===== src/rtl/rcm_pkg.sv =====
// ----------------------------------------------------------------------------
// rcm_pkg: shared constants, codes and types
// Sizes, register indexes, status codes and the controller/datapath
// command and status structs of the row correlation block.
// ----------------------------------------------------------------------------
package rcm_pkg;

   // Store geometry
   localparam int MAX_ROWS   = 64;
   localparam int MAX_COLS   = 256;
   localparam int ROW_W      = $clog2(MAX_ROWS);
   localparam int COL_W      = $clog2(MAX_COLS);
   localparam int ADDR_W     = ROW_W + COL_W;
   localparam int NROW_W     = 7;
   localparam int NCOL_W     = 9;
   localparam int DATA_W     = 32;
   localparam int SAMPLE_W   = 16;
   localparam int CORR_W     = 16;
   localparam int STAT_W     = 2;

   // Arithmetic widths
   localparam int C_W        = 27;   // centered value n*x - S
   localparam int M_W        = 26;   // its magnitude
   localparam int SQ_W       = 2 * M_W;
   localparam int Q_W        = 64;   // sum of squares
   localparam int RT_W       = 62;   // square root working width
   localparam int H_W        = 5;    // even-shift count, shift of 2h bits
   localparam int CNT_W      = 5;
   localparam int ROOT_STEPS = 31;
   localparam int DIV_STEPS  = 32;
   localparam int Q_FRAC     = 30;   // Q1.30 store format
   localparam int CORR_SHIFT = 45;

   // Configuration port
   localparam int CSR_IDX_W  = 1;
   localparam int CSR_DATA_W = 9;
   localparam logic [CSR_IDX_W-1:0] CSR_NUM_ROWS = 1'b0;
   localparam logic [CSR_IDX_W-1:0] CSR_NUM_COLS = 1'b1;

   // Item function codes
   localparam logic FUNC_LOAD  = 1'b0;
   localparam logic FUNC_QUERY = 1'b1;

   // Result status codes
   localparam logic [STAT_W-1:0] STAT_OK   = 2'd0;
   localparam logic [STAT_W-1:0] STAT_BAD  = 2'd1;
   localparam logic [STAT_W-1:0] STAT_ZVAR = 2'd2;

   // Controller to datapath
   typedef struct packed {
      logic             load;
      logic             sq_clr;
      logic             use_qry;
      logic             c_calc;
      logic             sq_mul;
      logic             sq_acc;
      logic             scale_step;
      logic             root_init;
      logic             root_step;
      logic             div_set;
      logic             div_step;
      logic             wr_norm;
      logic             wr_zero;
      logic             row_done;
      logic             qry_start;
      logic             qry_mul;
      logic             qry_acc;
      logic             qry_out;
      logic [COL_W-1:0] idx;
   } rcm_cmd_type;

   // Datapath to controller
   typedef struct packed {
      logic              row_full;
      logic              q_zero;
      logic              scaled;
      logic              qry_ok;
      logic              rsp_free;
      logic [NCOL_W-1:0] cols;
   } rcm_stat_type;

endpackage


===== src/rtl/rcm_ctrl.sv =====
// ----------------------------------------------------------------------------
// rcm_ctrl: sequencer
// Walks the column loops of row normalization and row-pair queries and
// issues one datapath command per cycle.
// ----------------------------------------------------------------------------
module rcm_ctrl (
   input  logic                  clock,
   input  logic                  reset,
   input  logic                  req_valid,
   input  logic                  req_func,
   output logic                  req_ready,
   input  rcm_pkg::rcm_stat_type stat,
   output rcm_pkg::rcm_cmd_type  cmd
);

   typedef enum logic [16:0] {
      ST_IDLE    = 17'b00000000000000001,
      ST_SQ_RD   = 17'b00000000000000010,
      ST_SQ_C    = 17'b00000000000000100,
      ST_SQ_MUL  = 17'b00000000000001000,
      ST_SQ_ACC  = 17'b00000000000010000,
      ST_SCALE   = 17'b00000000000100000,
      ST_ROOT    = 17'b00000000001000000,
      ST_DV_RD   = 17'b00000000010000000,
      ST_DV_C    = 17'b00000000100000000,
      ST_DV_SET  = 17'b00000001000000000,
      ST_DV_DIV  = 17'b00000010000000000,
      ST_DV_WR   = 17'b00000100000000000,
      ST_ZERO_WR = 17'b00001000000000000,
      ST_QRY_RD  = 17'b00010000000000000,
      ST_QRY_MUL = 17'b00100000000000000,
      ST_QRY_ACC = 17'b01000000000000000,
      ST_QRY_OUT = 17'b10000000000000000
   } state_type;

   state_type                   state_ff, state_in;
   logic [rcm_pkg::COL_W-1:0]   idx_ff, idx_in;
   logic [rcm_pkg::CNT_W-1:0]   cnt_ff, cnt_in;
   logic                        last_col;
   logic                        accept;

   assign last_col  = ({1'b0, idx_ff} == stat.cols - rcm_pkg::NCOL_W'(1));
   assign req_ready = (state_ff == ST_IDLE);
   assign accept    = req_valid && req_ready;

   // Next state and commands
   always_comb begin
      cmd          = '0;
      cmd.idx      = idx_ff;
      state_in     = state_ff;
      idx_in       = idx_ff;
      cnt_in       = cnt_ff;
      unique case (state_ff)
         ST_IDLE: begin
            idx_in = '0;
            if (accept) begin
               if (req_func == rcm_pkg::FUNC_LOAD) begin
                  cmd.load = 1'b1;
                  if (stat.row_full) begin
                     cmd.sq_clr = 1'b1;
                     state_in   = ST_SQ_RD;
                  end
               end else begin
                  cmd.qry_start = 1'b1;
                  state_in      = stat.qry_ok ? ST_QRY_RD : ST_QRY_OUT;
               end
            end
         end
         ST_SQ_RD:  state_in = ST_SQ_C;
         ST_SQ_C: begin
            cmd.c_calc = 1'b1;
            state_in   = ST_SQ_MUL;
         end
         ST_SQ_MUL: begin
            cmd.sq_mul = 1'b1;
            state_in   = ST_SQ_ACC;
         end
         ST_SQ_ACC: begin
            cmd.sq_acc = 1'b1;
            if (last_col) begin
               state_in = ST_SCALE;
            end else begin
               idx_in   = idx_ff + 1'b1;
               state_in = ST_SQ_RD;
            end
         end
         ST_SCALE: begin
            idx_in = '0;
            cnt_in = '0;
            if (stat.q_zero) begin
               state_in = ST_ZERO_WR;
            end else if (stat.scaled) begin
               cmd.root_init = 1'b1;
               state_in      = ST_ROOT;
            end else begin
               cmd.scale_step = 1'b1;
            end
         end
         ST_ROOT: begin
            cmd.root_step = 1'b1;
            cnt_in        = cnt_ff + 1'b1;
            if (cnt_ff == rcm_pkg::CNT_W'(rcm_pkg::ROOT_STEPS - 1)) begin
               state_in = ST_DV_RD;
            end
         end
         ST_DV_RD:  state_in = ST_DV_C;
         ST_DV_C: begin
            cmd.c_calc = 1'b1;
            state_in   = ST_DV_SET;
         end
         ST_DV_SET: begin
            cmd.div_set = 1'b1;
            cnt_in      = '0;
            state_in    = ST_DV_DIV;
         end
         ST_DV_DIV: begin
            cmd.div_step = 1'b1;
            cnt_in       = cnt_ff + 1'b1;
            if (cnt_ff == rcm_pkg::CNT_W'(rcm_pkg::DIV_STEPS - 1)) begin
               state_in = ST_DV_WR;
            end
         end
         ST_DV_WR: begin
            cmd.wr_norm = 1'b1;
            if (last_col) begin
               cmd.row_done = 1'b1;
               state_in     = ST_IDLE;
            end else begin
               idx_in   = idx_ff + 1'b1;
               state_in = ST_DV_RD;
            end
         end
         ST_ZERO_WR: begin
            cmd.wr_zero = 1'b1;
            if (last_col) begin
               cmd.row_done = 1'b1;
               state_in     = ST_IDLE;
            end else begin
               idx_in = idx_ff + 1'b1;
            end
         end
         ST_QRY_RD: begin
            cmd.use_qry = 1'b1;
            state_in    = ST_QRY_MUL;
         end
         ST_QRY_MUL: begin
            cmd.use_qry = 1'b1;
            cmd.qry_mul = 1'b1;
            state_in    = ST_QRY_ACC;
         end
         ST_QRY_ACC: begin
            cmd.use_qry = 1'b1;
            cmd.qry_acc = 1'b1;
            if (last_col) begin
               state_in = ST_QRY_OUT;
            end else begin
               idx_in   = idx_ff + 1'b1;
               state_in = ST_QRY_RD;
            end
         end
         ST_QRY_OUT: begin
            if (stat.rsp_free) begin
               cmd.qry_out = 1'b1;
               state_in    = ST_IDLE;
            end
         end
         default: state_in = ST_IDLE;
      endcase
   end

   // Hold state and loop counters
   always_ff @(posedge clock) begin
      if (reset) begin
         state_ff <= ST_IDLE;
         idx_ff   <= '0;
         cnt_ff   <= '0;
      end else begin
         state_ff <= state_in;
         idx_ff   <= idx_in;
         cnt_ff   <= cnt_in;
      end
   end

endmodule


===== config.mk =====
export PLATFORM = sky130hd
export DESIGN_NAME = rcm_ctrl
export DESIGN_NICKNAME = d
export VERILOG_FILES = /design/src/rtl/rcm_pkg.sv /design/src/rtl/rcm_ctrl.sv
export SDC_FILE = /design/constraint.sdc
export NUM_CORES = 1
export LEC_CHECK = 0
export BUFFER_PORTS_ARGS = -buffer_cell sky130_fd_sc_hd__buf_4
export CORE_ASPECT_RATIO = 1.75
export CORE_UTILIZATION = 59
export DETAILED_ROUTE_END_ITERATION = 10
export GPL_ROUTABILITY_DRIVEN = 0
export PLACE_DENSITY_LB_ADDON = 0.08
export SETUP_SLACK_MARGIN = 0.1
export SLEW_MARGIN = 20
export SYNTH_ARGS = -nofsm -noshare
export SYNTH_HDL_FRONTEND = slang
export SYNTH_SLANG_ARGS = --single-unit

===== constraint.sdc =====
create_clock -name clock -period 3.9 [get_ports clock]
set_input_delay 0 -clock clock [delete_from_list [all_inputs] [get_ports clock]]
set_output_delay 0 -clock clock [all_outputs]
set_load 0.05 [all_outputs]

==> flow_summary.ini, run 1 <==
[worst_setup_path]
critPathLaunchType = flop
slowest_stage = nor4b_4
r2r-end = idx_ff[7]
reg2reg_depth = 7
rrSetupSlack_ns = 1.29
worstPathArrival_ns = 2.78
cpPeakStageDelay_ns = 0.51
crit_required_ns = 4.07
path_max_fanout = 7
cp_num_buf_inv = 0
timing.rr.start = state_ff[13]
critical-path-top-delay-family = simple AND/OR/NAND/NOR gates
cp-end-kind = flop
crit_chain = nor4_4 -> nand4_2 -> nor4b_4 -> nor4_1 -> a21oi_2 -> o2111ai_1 -> mux2_1
path_class = flop to flop

[synth]
yosysWarningCount = 0
avgSynthCellArea_um2 = 8.09
synth_area_leader_cell = dfxtp_1
async_reset_ff_frac = 0
synth_top_flop_cell = dfxtp_1
syn_inst = 257
yosys_register_bits = 30
synth_nets = 280
synth_top_cell_area_share = 0.289
netlist_top_cells_area = dfxtp_1 (29%), xnor2_1 (6.3%), nor2_1 (5.8%), nor3_1 (4.3%), nor4_1 (3.6%)
syn_area_um2 = 2080
yosysUniqueCellTypes = 55
synth_edf_count = 0
ys_seq_area_frac = 0.289

[finish]
final_util = 0.754
area_growth_pct = 22.0
design_area_um2 = 2540
final_common_cell = buf_4
final_cell_mix = buf_4 (44), nor2_1 (32), dfxtp_1 (30)
drive_gt1_frac = 0.238
nets = 325
diodes = 0
final_cells = 348

[power_and_ir_drop]
pwr-share-clk = 0.273
power.switching_uw = 388
power_uw = 974
p_int_uw = 586
power_frac_comb = 0.380
peakVddDrop_uv = 303
pwr-share-seq = 0.348
swShare = 0.398
leakage_uw = 0.000974
power-per-cell-area_nw_per_um2 = 384

[cts]
cts_tree = done
h-tree-depth = 2
insertion_delay_ns = 0.29
cts_resized = 0
clkSinkCount = 30
root_buffer = clkbuf_8
clk_pin_slew_ns = 0.07
cts_buffers = 5
cts_max_path_buffers = 2
ctsHoldBuffers = 0
postCtsSetupBuffers = 0

[sta]
min_period_over_period = 0.669
finalClockSkew_ns = 0.0112
slew_viol_final = 0
fmaxAchievable_ghz = 0.383
setup_tns_ns = 0
tightest_slew_ns = 0.666
rsz0062_at_grt = false
hold_violations = 0
period_needed_ns = 2.61
slew_headroom = 0.552
finalSetupViolCount = 0

[die]
core-area_um2 = 3360
rows = 28
start_util = 0.618
die_w_um = 46.9
die_h_um = 80.5
boundaryPins = 45
dieArea_um2 = 3770

[min_path]
hold_depth = 3
hp-start = stat[10]
whs_endpoint = state_ff[13]
hold_path_class = input port to flop

[detailed_routing]
ant_nets = 0
vias_per_cell = 6.26
finalWirelength_um = 5590
dr.pass1.iters = 4
vias = 2178
drc_errors = 0
wl_per_cell_um = 16.1
dr.first_iter.drc_count = 102

[grt]
grt.total_usage = 0.338
overflow = 0
grt_max_degree = 30
grt_pass1_wl_um = 9290
grt_pass1_vias = 2148
antenna_found_initial = 0

[status]
status = completed

[placement]
dp_hpwl_um = 4390
postPlaceCellArea_um2 = 2440
place_inst = 340
port_buffers = 44

[flow_run]
drv_cap = 0
[how the worst max path moves through the flow]
stage | start | endpoint | slack [ns] | cells after the start
6_report | state_ff[13] | idx_ff[7] | 1.29 | 7
5_1_grt | state_ff[8] | idx_ff[7] | 1.10 | 7
4_1_cts | state_ff[13] | idx_ff[7] | 1.33 | 7
3_5_place_dp | state_ff[13] | idx_ff[7] | 1.35 | 7
3_3_place_gp | state_ff[13] | idx_ff[7] | 1.39 | 7
2_1_floorplan | state_ff[13] | state_ff[16] | 0.37 | 7
[cells in the mapped netlist, drive strengths merged, types with 2 or more instances]
library cell	instances
and4	2
nor2	32
nor3	21
and3	6
nor2b	6
a21oi	13
a211oi	2
o21ai	9
o211ai	2
nand2b	6
nor4	15
xnor2	15
inv	6
mux2	2
nor3b	6
or2	2
nand3	12
ha	5
nand2	19
a31oi	2
xor2	4
clkbuf	5
nor4b	5
dfxtp	30
or3	3
nand4	8
or4	2
[tightest hold or removal path, delay by kind of cell]
kind / cells / cell delay, ns
and+or+nand+nor: 1 / 0.10
buffers and inverters: 1 / 0.09
AOI/OAI and AO/OA: 1 / 0.09
[sequential cells by signal (all words and copies together), names as in the netlist]
register,count
state_ff,17
idx_ff,8
cnt_ff,5
[per-stage QoR]
stage	hold slack, ns	setup WS (ns)
6_report	0.0231	1.29
5_1_grt	0.0351	1.10
4_1_cts	0.0137	1.33
3_5_place_dp	0.308	1.35
3_3_place_gp	0.299	1.39
2_1_floorplan	0.163	0.366
[power groups by stage]
stage / Sequential [uW] / Combinational, uW / Clock (uW)
finish: 339 / 369 / 265
global placement: 344 / 358 / 0
floorplan: 339 / 274 / 0
global route: 341 / 401 / 277
detailed placement: 345 / 362 / 0
CTS: 338 / 364 / 268
[per-layer routing]
layer | up-vias | wire length [um] | GRT usage
li1 | 1042 | - | -
met1 | 1054 | 2010 | 0.302
met2 | 61 | 3150 | 0.625
met3 | 21 | 193 | 0.0944
met4 | 0 | 235 | 0.186
met5 | - | 0 | 0
[final cells by class]
type	count	area [um2]
Tap cell	45	56.3
Sequential cell	30	601
Clock buffer	6	82.6
Clock inverter	2	12.5
Inverter	6	22.5
Fill cell	282	827
Timing Repair Buffer	44	330
Multi-Input combinational cell	215	1430
[cell families (layout without fill, tap and decap cells)]
family                   Yosys count  count (layout)  synth area share
XOR/XNOR                          19              19            0.0801
AO/OA/AOI/OAI                     37              37             0.117
flip-flops                        30              30             0.289
buffers and inverters             12              58            0.0223
AND/OR/NAND/NOR                  151             151             0.446
multiplexers                       3               3            0.0157
adder cells (fa/ha/maj)            5               5            0.0301
(Power assumes the default switching activity.)
==> run 2, diff against run 1 <==
--- a/config.mk
+++ b/config.mk
@@ -7,7 +7,7 @@
 export LEC_CHECK = 0
 export BUFFER_PORTS_ARGS = -buffer_cell sky130_fd_sc_hd__buf_4
 export CORE_ASPECT_RATIO = 1.75
-export CORE_UTILIZATION = 59
+export CORE_UTILIZATION = 49
 export DETAILED_ROUTE_END_ITERATION = 10
 export GPL_ROUTABILITY_DRIVEN = 0
 export PLACE_DENSITY_LB_ADDON = 0.08
==> constraint.sdc (replaced) <==
create_clock -name clock -period 2.15 [get_ports clock]
set_input_delay 0 -clock clock [delete_from_list [all_inputs] [get_ports clock]]
set_output_delay 0 -clock clock [all_outputs]
set_load 0.05 [all_outputs]
==> run 2 against run 1 <==
The run now ends with negative setup slack left. Clock-buffer cell count up 1. Global-route usage up 3.0 points. Critical path type unchanged. Critical path depth up 1. Maximum frequency up 3.6%. Wire length up 67%. Largest cell class unchanged. Worst hold slack better by 0.037 ns. Largest power group unchanged. Critical endpoint is now state_ff[13]. Cell area up 44%.
==> flow_summary.ini, run 2 (synthesized netlist as in run 1, its figures left out) <==
[die]
die_h_um = 88.2
core-area_um2 = 4110
start_util = 0.505
dieArea_um2 = 4520
boundaryPins = 45
rows = 31
die_w_um = 51.2

[sta]
tightest_slew_ns = 0.561
hold_violations = 0
slew_headroom = 0.623
period_needed_ns = 2.52
fmaxAchievable_ghz = 0.397
setup_tns_ns = -4.33
rsz0062_at_grt = true
layout_setup_ws_ns = -0.370
holdWs_ns = 0.0605
finalSetupViolCount = 28
slew_viol_final = 0
finalClockSkew_ns = 0.0169
min_period_over_period = 1.17

[worst_setup_path]
path_class = flop to flop
critPathLaunchType = flop
cp-end-kind = flop
worstPathArrival_ns = 2.74
crit_required_ns = 2.37
path_max_fanout = 5

[min_path]
hold_path_class = input port to flop

[power_and_ir_drop]
leakage_uw = 0.00151
peakVddDrop_uv = 520
power-per-cell-area_nw_per_um2 = 696
power_uw = 2540

[grt]
antenna_found_initial = 0
grt_pass1_wl_um = 12100
overflow = 0
grt_pass1_vias = 2515
grt.total_usage = 0.368
use_met2 = 0.672
busiest_layer = met2
grt_max_degree = 30
grt_use_met3 = 0.108
met1_usage = 0.333

[detailed_routing]
finalWirelength_um = 9340
ant_nets = 0
vias_per_cell = 6.44
wl_per_cell_um = 21.6
dr.pass1.iters = 5
drc_errors = 0
vias = 2783
dr.first_iter.drc_count = 126

[placement]
dp_hpwl_um = 5300
port_buffers = 44
postPlaceCellArea_um2 = 2980

[cts]
cts_max_path_buffers = 2
clkSinkCount = 30
cts_buffers = 5
insertion_delay_ns = 0.31
clk_pin_slew_ns = 0.06
root_buffer = clkbuf_8
cts_tree = done
ctsHoldBuffers = 0
h-tree-depth = 2

[finish]
final_common_cell = buf_4
fillerInstances = 198
reg_top3 = state_ff (17), idx_ff (8), cnt_ff (5)
final_util = 0.888
design_area_um2 = 3650
largest_reg_flops = 17
area_growth_pct = 75.7
max_flop_register = state_ff
diodes = 0
nets = 405
drive_gt1_frac = 0.527
final_cell_mix = buf_4 (93), nor2_1 (24), dfxtp_1 (19)

[status]
status = finished, violations left
violations = negative setup slack

[flow_run]
drv_cap = 0
-- run 2: changes by cell type in the layout (fill, tap and decap cells not counted), sizes merged --
cell	change
buf	+80
clkinvlp	-1
clkbuf	+1
-- run 2: worst paths after layout --
kind / from / endpoint / slack, ns / cells past startpoint
worst min register to register: cnt_ff[4] / cnt_ff[4] / 0.54 / 2
worst max register to register: state_ff[7] / state_ff[13] / -0.37 / 8
worst max-delay path: state_ff[7] / state_ff[13] / -0.37 / 8
worst min-delay path: stat[10] / state_ff[13] / 0.06 / 3
-- run 2: through the flow --
step                setup slack [ns]  std cells
finish                        -0.370        432
global route                  -0.508        432
global placement              -0.161        398
floorplan                     -0.476        257
CTS                           -0.158        418
detailed placement            -0.201        398
-- run 2: layer usage --
metal | share of wire | wire (um)
met3 | 0.069 | 643
met5 | 0 | 0
met2 | 0.53 | 4950
met1 | 0.34 | 3170
met4 | 0.061 | 569
-- run 2: what timing repair did --
item,4_1_cts,5_1_grt
resized for setup,44,43
endpoints found under the setup margin,23,36
setup buffers,14,15
pin swaps,25,17
-- run 2: cell type report --
| cell class | instances | area (um2) | area share |
|---|---|---|---|
| clock inverter | 1 | 5.00 | 0.00137 |
| tap | 49 | 61.3 | 0.0168 |
| sequential | 30 | 617 | 0.169 |
| inverter | 6 | 22.5 | 0.00617 |
| multi-input combinational | 215 | 1760 | 0.482 |
| clock buffer | 7 | 86.3 | 0.0236 |
| timing repair buffer | 124 | 1100 | 0.301 |
-- run 2: critical path, stage by stage, from the launching register on --
cell and delay [ns]:
dfxtp_2 0.34, nor4_4 0.31, buf_4 0.19, nand3_1 0.16, nor4_4 0.45, nor3_1 0.21, a41o_1 0.32, a211o_4 0.31
nor2_1 0.15
-- run 2: power by group --
group          switching (uW)  internal (uW)  total [uW]
Combinational             744            675        1420
Clock                     251            259         510
Sequential               40.0            575         615
==> run 3, diff against run 2 <==
--- a/config.mk
+++ b/config.mk
@@ -7,7 +7,7 @@
 export LEC_CHECK = 0
 export BUFFER_PORTS_ARGS = -buffer_cell sky130_fd_sc_hd__buf_4
 export CORE_ASPECT_RATIO = 1.75
-export CORE_UTILIZATION = 49
+export CORE_UTILIZATION = 54
 export DETAILED_ROUTE_END_ITERATION = 10
 export GPL_ROUTABILITY_DRIVEN = 0
 export PLACE_DENSITY_LB_ADDON = 0.08
==> constraint.sdc (replaced) <==
create_clock -name clock -period 2.4 [get_ports clock]
set_input_delay 0 -clock clock [delete_from_list [all_inputs] [get_ports clock]]
set_output_delay 0 -clock clock [all_outputs]
set_load 0.05 [all_outputs]
==> run 3 against run 2 <==
The flow now finishes without violations. Register-to-register slack better by 0.39 ns. Combinational power down 38%. Core utilization down 7.3 points. Sequential share of layout area up 3.6 points. Cell count down 9.5%. Critical path depth unchanged. Cell area down 18%. Sequential power down 11%. Clock skew down 0.011 ns. Total power down 28%. Wire length down 30%. Critical endpoint is now state_ff[16].
==> flow_summary.ini, run 3 (synthesized netlist as in run 1, its figures left out) <==
[worst_setup_path]
cp-end-kind = flop
path_class = flop to flop
slowest_stage = nor4_4
path_max_fanout = 5
cpPeakStageDelay_ns = 0.40
critical-path-top-delay-family = simple AND/OR/NAND/NOR gates
critPathLaunchType = flop
crit_chain = nor4_4 -> buf_4 -> nand2_1 -> nor4_1 -> nor3_1 -> a41o_1 -> a211o_4 -> o22ai_2
crit_required_ns = 2.61
worstPathArrival_ns = 2.59
cp_num_buf_inv = 1
rrSetupSlack_ns = 0.02

[cts]
cts_tree = done
clkSinkCount = 30
h-tree-depth = 2
clk_pin_slew_ns = 0.07
insertion_delay_ns = 0.27
root_buffer = clkbuf_8
cts_max_path_buffers = 2
cts_buffers = 5

[sta]
finalClockSkew_ns = 0.00633
period_needed_ns = 2.38
rsz0062_at_grt = true
slew_viol_final = 0
fmaxAchievable_ghz = 0.419
slew_headroom = 0.694
tightest_slew_ns = 0.458
finalSetupViolCount = 0
hold_violations = 0
min_period_over_period = 0.994
setup_tns_ns = 0

[power_and_ir_drop]
leakage_uw = 0.00120
power_uw = 1840
peakVddDrop_uv = 507
power-per-cell-area_nw_per_um2 = 616

[detailed_routing]
dr.pass1.iters = 5
dr.first_iter.drc_count = 71
vias = 2388
finalWirelength_um = 6560
wl_per_cell_um = 16.8
ant_nets = 0
drc_errors = 0
vias_per_cell = 6.11

[grt]
overflow = 0
antenna_found_initial = 0
grt_pass1_vias = 2378
grt.total_usage = 0.329
grt_max_degree = 30
grt_pass1_wl_um = 10600

[die]
core-area_um2 = 3660
die_w_um = 48.9
dieArea_um2 = 4110
boundaryPins = 45
start_util = 0.567
rows = 29
die_h_um = 84.1

[finish]
largest_reg_flops = 17
final_common_cell = buf_4
multi_input_area_um2 = 1560
fillerInstances = 254
nets = 367
max_flop_register = state_ff
diodes = 0
reg_top3 = state_ff (17), idx_ff (8), cnt_ff (5)
final_cell_mix = buf_4 (86), nor2_1 (30), dfxtp_1 (22)
drive_gt1_frac = 0.391
final_util = 0.815
register_area_um2 = 611
area_growth_pct = 43.7

[placement]
dp_hpwl_um = 4920
port_buffers = 44

[flow_run]
drv_cap = 0

[status]
status = completed

[min_path]
hold_path_class = input port to flop
run 3: final timing paths:
path,end,cells past startpoint,start
max reg2reg,state_ff[16],8,state_ff[5]
min,state_ff[13],3,stat[10]
min reg2reg,cnt_ff[4],2,cnt_ff[4]
max,state_ff[16],8,state_ff[5]
run 3: area by class of cell:
cell class / instances / share of cell area
inverter: 6 / 0.00754
clock inverter: 1 / 0.00168
sequential: 30 / 0.204
multi-input combinational: 215 / 0.522
clock buffer: 7 / 0.0289
tap: 46 / 0.0193
timing repair buffer: 86 / 0.216
run 3: worst register-to-register path, cell delays in order (launching register included):
cell and delay, ns:
dfxtp_2 0.36, nor4_4 0.40, buf_4 0.19, nand2_1 0.07, nor4_1 0.40, nor3_1 0.13, a41o_1 0.29, a211o_4 0.35
o22ai_2 0.11
run 3: per-stage QoR:
| step | cells | area, um2 | hold slack, ns | setup slack, ns |
|---|---|---|---|---|
| global route | 391 | 2990 | 0.0274 | -0.0162 |
| global placement | 374 | 2770 | 0.287 | 0.0730 |
| CTS | 388 | 2930 | 0.00327 | 0.100 |
| finish | 391 | 2990 | 0.00597 | 0.0153 |
| detailed placement | 374 | 2770 | 0.291 | 0.0542 |
| floorplan | 257 | 2160 | 0.105 | -0.240 |
run 3: power by group:
part	switching, uW	leakage, uW	internal, uW
combinational	496	0.000910	380
clock	187	0.0000482	231
sequential	27.6	0.000245	518
run 3: routing by layer:
| layer | vias up | part of all wire | GRT usage | routed length (um) |
|---|---|---|---|---|
| met4 | 0 | 0.047 | 0.163 | 306 |
| met5 | - | 0 | 0 | 0 |
| met1 | 1136 | 0.35 | 0.316 | 2320 |
| met2 | 99 | 0.56 | 0.641 | 3660 |
| met3 | 29 | 0.041 | 0.0528 | 271 |
| li1 | 1124 | - | - | - |
run 3: repair_timing:
item | CTS | global route
gates resized for setup | 4 | 11
setup endpoints to repair | 11 | 18
cloned | 0 | 0
hold buffers | 0 | 0
pin swaps | 7 | 8
buffers inserted | 6 | 3
